### config.mk
export PLATFORM = sky130hd
export DESIGN_NAME = trs_mmb_row
export DESIGN_NICKNAME = d
export VERILOG_FILES = /design/src/hw/rtl/trs_mmb_pkg.sv /design/src/hw/rtl/trs_mmb_row.sv
export SDC_FILE = /design/constraint.sdc
export NUM_CORES = 2
export LEC_CHECK = 0
export ABC_AREA = 0
export BUFFER_PORTS_ARGS = -buffer_cell sky130_fd_sc_hd__buf_2
export CAP_MARGIN = 30
export CORE_ASPECT_RATIO = 0.9
export CORE_MARGIN = 1
export CORE_UTILIZATION = 45
export CTS_BUF_LIST = sky130_fd_sc_hd__clkbuf_8
export DETAILED_ROUTE_END_ITERATION = 6
export RECOVER_POWER = 50
export SYNTH_ARGS = -nofsm -noshare
export SYNTH_HDL_FRONTEND = slang
export SYNTH_SLANG_ARGS = --single-unit
### constraint.sdc
create_clock -name clk -period 8.15 [get_ports clk]
set_clock_uncertainty 0.15 [all_clocks]
set_input_delay 0.4075 -clock clk [delete_from_list [all_inputs] [get_ports clk]]
set_output_delay 0.4075 -clock clk [all_outputs]
set_load 0.01 [all_outputs]
### src/hw/rtl/trs_mmb_pkg.sv
// Types, constants and the operand selection for the TRS model matrix builder.
`timescale 1ns / 1ps

package trs_mmb_pkg;

	localparam int unsigned QW = 16;
	localparam int unsigned VW = 32;
	localparam int unsigned EW = 34;
	localparam int unsigned FRAC_SPLIT = 14;
	localparam int unsigned HW = EW - FRAC_SPLIT;
	localparam int unsigned PAW = HW + VW;
	localparam int unsigned PBW = FRAC_SPLIT + 1 + VW;
	localparam int unsigned PW = EW + VW;
	localparam int unsigned RW = PW - 28;

	localparam logic signed [EW-1:0] ONE_Q28 = EW'(64'sd268435456);
	localparam logic signed [PW-1:0] HALF_Q28 = PW'(64'sd134217728);
	localparam logic signed [VW-1:0] ROW3_ONE = 32'sd65536;
	localparam logic signed [VW-1:0] SAT_MAX = 32'sh7fffffff;
	localparam logic signed [VW-1:0] SAT_MIN = 32'sh80000000;

	localparam logic [1:0] COL_X = 2'd0;
	localparam logic [1:0] COL_Y = 2'd1;
	localparam logic [1:0] COL_Z = 2'd2;
	localparam logic [1:0] COL_T = 2'd3;

	typedef struct packed {
		logic signed [VW-1:0] translation_x;
		logic signed [VW-1:0] translation_y;
		logic signed [VW-1:0] translation_z;
		logic signed [QW-1:0] quat_w;
		logic signed [QW-1:0] quat_x;
		logic signed [QW-1:0] quat_y;
		logic signed [QW-1:0] quat_z;
		logic signed [VW-1:0] scale_x;
		logic signed [VW-1:0] scale_y;
		logic signed [VW-1:0] scale_z;
	} item_t;

	typedef struct packed {
		logic [1:0]           column_index;
		logic signed [VW-1:0] row0_value;
		logic signed [VW-1:0] row1_value;
		logic signed [VW-1:0] row2_value;
		logic signed [VW-1:0] row3_value;
		logic                 last_column;
	} col_t;

	// One matrix element is base + 2 * (+/- a*b +/- c*d), times a multiplier.
	typedef struct packed {
		logic [QW-1:0] a;
		logic [QW-1:0] b;
		logic [QW-1:0] c;
		logic [QW-1:0] d;
		logic          neg_ab;
		logic          neg_cd;
		logic          base;
		logic [VW-1:0] mult;
	} elem_op_t;

	function automatic elem_op_t pick_op(item_t it, logic [1:0] col, int row);
		elem_op_t op;
		logic [QW-1:0] w, x, y, z;
		logic [VW-1:0] s;
		w = it.quat_w;
		x = it.quat_x;
		y = it.quat_y;
		z = it.quat_z;
		op = '0;
		case (col)
			COL_X: s = it.scale_x;
			COL_Y: s = it.scale_y;
			COL_Z: s = it.scale_z;
			default: s = '0;
		endcase
		op.mult = s;
		case (col)
			COL_X: begin
				case (row)
					0: op = '{y, y, z, z, 1'b1, 1'b1, 1'b1, s};
					1: op = '{x, y, w, z, 1'b0, 1'b0, 1'b0, s};
					default: op = '{x, z, w, y, 1'b0, 1'b1, 1'b0, s};
				endcase
			end
			COL_Y: begin
				case (row)
					0: op = '{x, y, w, z, 1'b0, 1'b1, 1'b0, s};
					1: op = '{x, x, z, z, 1'b1, 1'b1, 1'b1, s};
					default: op = '{y, z, w, x, 1'b0, 1'b0, 1'b0, s};
				endcase
			end
			COL_Z: begin
				case (row)
					0: op = '{x, z, w, y, 1'b0, 1'b0, 1'b0, s};
					1: op = '{y, z, w, x, 1'b0, 1'b1, 1'b0, s};
					default: op = '{x, x, y, y, 1'b1, 1'b1, 1'b1, s};
				endcase
			end
			default: begin
				// The translation passes through as 1.0 times the translation.
				op.base = 1'b1;
				case (row)
					0: op.mult = it.translation_x;
					1: op.mult = it.translation_y;
					default: op.mult = it.translation_z;
				endcase
			end
		endcase
		return op;
	endfunction

endpackage

### src/hw/rtl/trs_mmb_row.sv
// One matrix row lane: element formation, scaled multiply, rounding and saturation.
`timescale 1ns / 1ps

module trs_mmb_row (
	input  logic                                  clk,
	input  logic                                  ce,
	input  trs_mmb_pkg::elem_op_t                 op,
	output logic signed [trs_mmb_pkg::VW-1:0]     value
);

	logic signed [2*trs_mmb_pkg::QW-1:0] p_ab_s2, p_cd_s2;
	logic                                neg_ab_s2, neg_cd_s2, base_s2;
	logic signed [trs_mmb_pkg::VW-1:0]   mult_s2, mult_s3;
	logic signed [trs_mmb_pkg::EW-1:0]   elem_s3;
	logic signed [trs_mmb_pkg::PAW-1:0]  pa_s4;
	logic signed [trs_mmb_pkg::PBW-1:0]  pb_s4;
	logic signed [trs_mmb_pkg::RW-1:0]   rnd_s5;
	logic signed [trs_mmb_pkg::VW-1:0]   value_s6;

	logic signed [trs_mmb_pkg::EW-1:0]   ab, cd, elem;
	logic signed [trs_mmb_pkg::HW-1:0]   hi;
	logic signed [trs_mmb_pkg::FRAC_SPLIT:0] lo;
	logic signed [trs_mmb_pkg::PW-1:0]   full;
	logic                                fits;

	always_comb begin
		ab = trs_mmb_pkg::EW'(p_ab_s2);
		cd = trs_mmb_pkg::EW'(p_cd_s2);
		if (neg_ab_s2) begin
			ab = -ab;
		end
		if (neg_cd_s2) begin
			cd = -cd;
		end
		elem = ((ab + cd) <<< 1) + (base_s2 ? trs_mmb_pkg::ONE_Q28 : '0);
	end

	assign hi = elem_s3[trs_mmb_pkg::EW-1:trs_mmb_pkg::FRAC_SPLIT];
	assign lo = $signed({1'b0, elem_s3[trs_mmb_pkg::FRAC_SPLIT-1:0]});

	assign full = (trs_mmb_pkg::PW'(pa_s4) <<< trs_mmb_pkg::FRAC_SPLIT)
		+ trs_mmb_pkg::PW'(pb_s4) + trs_mmb_pkg::HALF_Q28;

	assign fits = (rnd_s5[trs_mmb_pkg::RW-1:trs_mmb_pkg::VW-1] == '0)
		|| (rnd_s5[trs_mmb_pkg::RW-1:trs_mmb_pkg::VW-1] == '1);

	always_ff @(posedge clk) begin
		if (ce) begin
			p_ab_s2   <= $signed(op.a) * $signed(op.b);
			p_cd_s2   <= $signed(op.c) * $signed(op.d);
			neg_ab_s2 <= op.neg_ab;
			neg_cd_s2 <= op.neg_cd;
			base_s2   <= op.base;
			mult_s2   <= $signed(op.mult);
			elem_s3   <= elem;
			mult_s3   <= mult_s2;
			pa_s4     <= hi * mult_s3;
			pb_s4     <= lo * mult_s3;
			rnd_s5    <= full[trs_mmb_pkg::PW-1:28];
			if (fits) begin
				value_s6 <= rnd_s5[trs_mmb_pkg::VW-1:0];
			end else begin
				value_s6 <= rnd_s5[trs_mmb_pkg::RW-1] ? trs_mmb_pkg::SAT_MIN
					: trs_mmb_pkg::SAT_MAX;
			end
		end
	end

	assign value = value_s6;

endmodule

Yosys cells after proc, flatten, opt, wreduce, memory -nomap -nowiden. Index checks and enable logic that the tools add are counted. W data, S select, Z words.

Register bits after elaboration: 334. Input port bits: 101. Output and inout port bits: 32. Logic and storage cells: 30.

$add $sub $neg: 6. $mul: 4. Equal/unequal tests: 1. Multiplexer cells: 5. Reduce and logical (&&, ||, !) cells: 2.

Operator list (count): $add A66 B29 Y66 const B (1); $add A66 B47 Y66 (1); $mux W33 (2); $neg A32 Y33 (2); $mul A16 B16 Y32 (2); $mux W32 (2); $mul A20 B32 Y52 (1); $mul A15 B32 Y47 (1); $add A34 B29 Y34 (1); $add A33 B33 Y33 (1); $mux W29 (1); $eq A7 B7 Y1 const B (1); $logic_not A7 Y1 (1); $logic_or A1 B1 Y1 (1).

Depth between registers and ports, before layout.
Word-level depth: 4. Mapped depth: 28. Mapped depth without buffers: 27.

Least setup slack after synthesis. No wires, ideal clock.

Path kind: register to register. Start point: register elem_s3[16] (netlist bit). End point: register pa_s4[48] (netlist bit), data pin. Library setup time: 137 ps. Arrival time: 7022 ps. Data required time: 7863 ps. Setup slack: 841 ps. Stages on the path, launching flop included: 28. Buffers on the path: 1. Clock period less this slack: 7309 ps. Cell sequence: edfxtp_1 clkbuf_1 and2_1 fa_1 fa_1 inv_1 fa_1 inv_1 fa_1 inv_1 fa_1 inv_1 fa_1 inv_1 fa_1 inv_1 ha_1 nand2_1 o21a_1 o221a_2 o31ai_1 a31o_2 o311a_1 a31o_2 a211oi_2 o22ai_1 or4_1 nand4_1.

Cells in the longest elaborated chain, start to end: 1.

RTL lines: from (decl) (line trs_mmb_row.sv:14) `logic signed [trs_mmb_pkg::EW-1:0] elem_s3;`; from (signal assigned) (line trs_mmb_row.sv:55) `elem_s3 <= elem;`; $mul A20 B32 Y52 (line trs_mmb_row.sv:57) `pa_s4 <= hi * mult_s3;`; to (signal assigned) (line trs_mmb_row.sv:57); to (decl) (line trs_mmb_row.sv:15) `logic signed [trs_mmb_pkg::PAW-1:0] pa_s4;`.

No other way between the ends. A chain may end at the register's enable or synchronous reset.

Final worst setup path.
Start point: register mult_s3[27] (netlist bit). End point: register pa_s4[48] (netlist bit), data pin.

Cells in the longest elaborated chain, start to end: 1.

RTL lines: from (decl) (line trs_mmb_row.sv:13) `logic signed [trs_mmb_pkg::VW-1:0] mult_s2, mult_s3;`; from (signal assigned) (line trs_mmb_row.sv:56) `mult_s3 <= mult_s2;`; $mul A20 B32 Y52 (line trs_mmb_row.sv:57).

No other way between the ends.

==> impl_metrics.py <==
metrics = {
    "cells_and_area": {
        "post_route_cells_drive_above_1_share_pct": 4.86,
        "flow.area_growth_from_synthesis_pct": 7.11,
        "multi_input_area_um2": 54400,
        "area_of_all_sequential_standard_cells_um2": 9580,
        "nNetsFinal": 9579,
        "num-fill-cells": 14830,
    },
    "floorplanning": {
        "num_rows": 138,
        "die-area_um2": 160000,
        "floorplan.die.width_um": 421,
        "initial_standard_cell_utilization_of_the_core_pct": 45.3,
        "floorplan.die.height_um": 379,
        "floorplan.core_area_um2": 157000,
        "io-pin-count": 133,
    },
    "global_route": {
        "largest_net_degree_at_the_start_of_global_routing": 125,
        "global_route.overflow_total": 0,
        "grt_util_all_layers_pct": 21.9,
        "grt_first_pass_wirelength_um": 279000,
        "grt_antenna_before_repair": 2,
        "vias_in_the_first_global_route": 52233,
    },
    "setup_path": {
        "timing_worst_setup_path_type": "flip-flop to flip-flop",
        "critical_path_peak_fanout": 5,
        "worst_ep_required_time_ns": 8.58,
        "critPathSlowestCell": "edfxtp_1",
        "cp_cell_sequence": "and2_1 > fa_1 > fa_1 > inv_1 > fa_1 > inv_1 > fa_1 > fa_1 > fa_1 > inv_1 > fa_1 > inv_1 > ha_1 > and3_1 > a31oi_1 > o21ai_0 > a41o_1 > a31o_2 > o311a_1 > a31o_2 > a211oi_4 > o22ai_2 > or4_1 > nand4_1",
        "regToRegSetupSlack_ns": 0.29,
        "rr_worst_depth": 24,
        "critical-path-top-delay-family": "adder cells",
        "cp_num_buf_inv": 4,
        "cp.arrival_ns": 8.29,
        "startpoint_type": "flip-flop",
        "crit_cells": 24,
        "critPathMostFrequentCell": "fa_1",
        "timing.critical_path.to_type": "flip-flop",
        "cpPeakStageDelay_ns": 0.57,
    },
    "detailed_routing": {
        "antenna_violating_nets_post_route": 0,
        "postRouteWirelength_um": 169000,
        "drt-pass1-iter-count": 7,
        "vias_per_cell": 5.06,
        "drt-wirelength-per-cell_um": 17.8,
        "detail_route.iter0.violations": 2936,
        "post-route-drc-count": 6,
        "routed-via-count": 48208,
    },
    "timing": {
        "finalCritPeriodShare_pct": 96.4,
        "worst_slew_pin_slew_ns": 4.90,
        "fmax_ghz": 0.127,
        "report.final.slew_viol_count": 324,
        "timing.final.setup_violations": 0,
        "timing.final.crit_period_ns": 7.86,
        "final.setup.tns_ns": 0,
        "unrepaired_setup_endpoints_after_global_routing": "no",
        "relSlewSlack_pct": -227,
        "final-hold-violation-count": 0,
    },
    "cts": {
        "cts.path.max_buffers": 3,
        "clock_sinks": 319,
        "clock_tree.htree_level_count": 2,
        "cts-root-buf": "clkbuf_8",
        "numCtsBuffers": 60,
        "clock_insertion_delay_worst_skew_ns": 0.73,
        "path_clk_slew_ns": 0.06,
        "cts_tree": "yes",
    },
    "yosys": {
        "postSynthRegisterBits": 319,
        "mappedNetlistArea_um2": 71200,
        "synth-edff-count": 319,
        "yosysSeqAreaShare_pct": 13.4,
        "synth_warn": 0,
        "netlist_instances": 7290,
        "synth.avg_cell_area_um2": 9.77,
        "syn_nets": 9492,
        "ys_dominant_reg_cell": "edfxtp_1",
        "synth_cell_types": 70,
        "synth-async-reset-ratio_pct": 0,
    },
    "placement": {
        "routabilityCongestion": 0.920,
        "placement.io_buffers": 132,
        "hpwl_um": 139000,
    },
    "hold_path": {
        "timing.hold.worst.class": "input pin to flip-flop",
        "timing.hold.worst_path_depth": 2,
    },
    "job": {
        "maxCapViolations": 3,
    },
    "status": {
        "run_status": "finished, violations left",
        "failing_checks": "DRC, capacitance limit, slew limit",
    },
}
placed cells by master (no fill, tap or decap), types with 77 or more instances in the layout:
cell         n
o21ai_0    149
fa_1      1538
and2_1     763
buf_2      114
a21o_1      77
a21oi_1    163
nand2_1    870
buf_4      118
edfxtp_1   319
ha_1       563
nor2_1     139
inv_1     1679
xnor2_1    223
timing repair:
item / in CTS / in global routing
endpoints found under the hold margin: 35 / 0
hold buffers: 35 / 0
setup buffers: 0 / 31
gates resized for setup: 0 / 2
setup endpoints to repair: 0 / 15
state kept, by name, indices dropped and copies added (netlist names), 32 cells and up:
signal	flops
value	32
elem_s3	33
mult_s2	32
p_cd_s2	32
pb_s4	33
p_ab_s2	32
pa_s4	52
rnd_s5	38
mult_s3	32
worst paths after layout:
path               startpoint     endpoint
setup / recovery  mult_s3[27]    pa_s4[48]
hold / removal         op[67]   p_ab_s2[0]
setup reg to reg  mult_s3[27]    pa_s4[48]
hold reg to reg   mult_s2[11]  mult_s3[11]
cells in the mapped netlist, types with 41 or more instances:
library cell / n / share of area, %
clkbuf_1: 278 / 1.5
xor2_1: 66 / 0.81
ha_1: 563 / 9.9
nand2_1: 870 / 4.6
edfxtp_1: 319 / 13
inv_1: 1669 / 8.8
a21oi_1: 163 / 1.1
a21o_1: 77 / 0.81
fa_1: 1538 / 43
nor2_1: 139 / 0.73
nand3_1: 41 / 0.29
and2_1: 767 / 6.7
nand2b_1: 65 / 0.57
xnor2_1: 223 / 2.7
o21ai_0: 149 / 1.0
metrics by stage:
stage / hold slack, ns / cell area [um^2] / setup WS, ns / util (%) / std cells
floorplan: 0.250 / 71200 / 0.841 / - / 7290
global placement: 0.252 / 74400 / 0.101 / 47.4 / 9348
detailed placement: 0.255 / 74500 / 0.0215 / 47.4 / 9349
CTS: 0.0169 / 76000 / 0.0209 / 48.4 / 9492
global route: 0.104 / 76300 / 0.0146 / 48.6 / 9524
finish: 0.123 / 76300 / 0.294 / 48.6 / 9524
layout make-up:
cell class	count	share of cell area, %
Tap cell	2100	3.44
Sequential cell	319	12.6
Inverter	1670	8.22
Timing Repair Buffer	306	2.98
Antenna cell	1	0.00328
Clock inverter	47	0.469
Multi-Input combinational cell	5020	71.2
Clock buffer	61	1.10
layer usage:
metal  routed length (um)  track usage (%)
met1                77900             31.1
met2                77100             35.6
met3                11300             3.65
met4                 2850             4.08
met5                    0            0.182
worst register-to-register path, stage by stage, from the launching register on:
cell      delay (ns)
edfxtp_1        0.57
and2_1          0.26
fa_1            0.52
fa_1            0.53
inv_1           0.06
fa_1            0.48
inv_1           0.09
fa_1            0.52
fa_1            0.53
fa_1            0.55
inv_1           0.07
fa_1            0.47
inv_1           0.04
ha_1            0.32
and3_1          0.21
a31oi_1         0.16
o21ai_0         0.10
a41o_1          0.22
a31o_2          0.27
o311a_1         0.34
a31o_2          0.31
a211oi_4        0.31
o22ai_2         0.17
or4_1           0.42
nand4_1         0.08
cells by family (layout without fill, tap and decap cells):
logic type,Yosys count,after routing,synth area share [%]
adder cells (fa/ha/maj),2101,2101,53.1
AND/OR/NAND/NOR,2042,2042,14.3
buffers and inverters,1951,2084,10.3
AO/OA/AOI/OAI,585,585,5.20
flip-flops,319,319,13.4
XOR/XNOR,290,290,3.58
multiplexers,2,2,0.0457
other,0,1,0
Power is not shown: default switching activity piles up to over one toggle a cycle in this logic, so the estimate is an artifact.
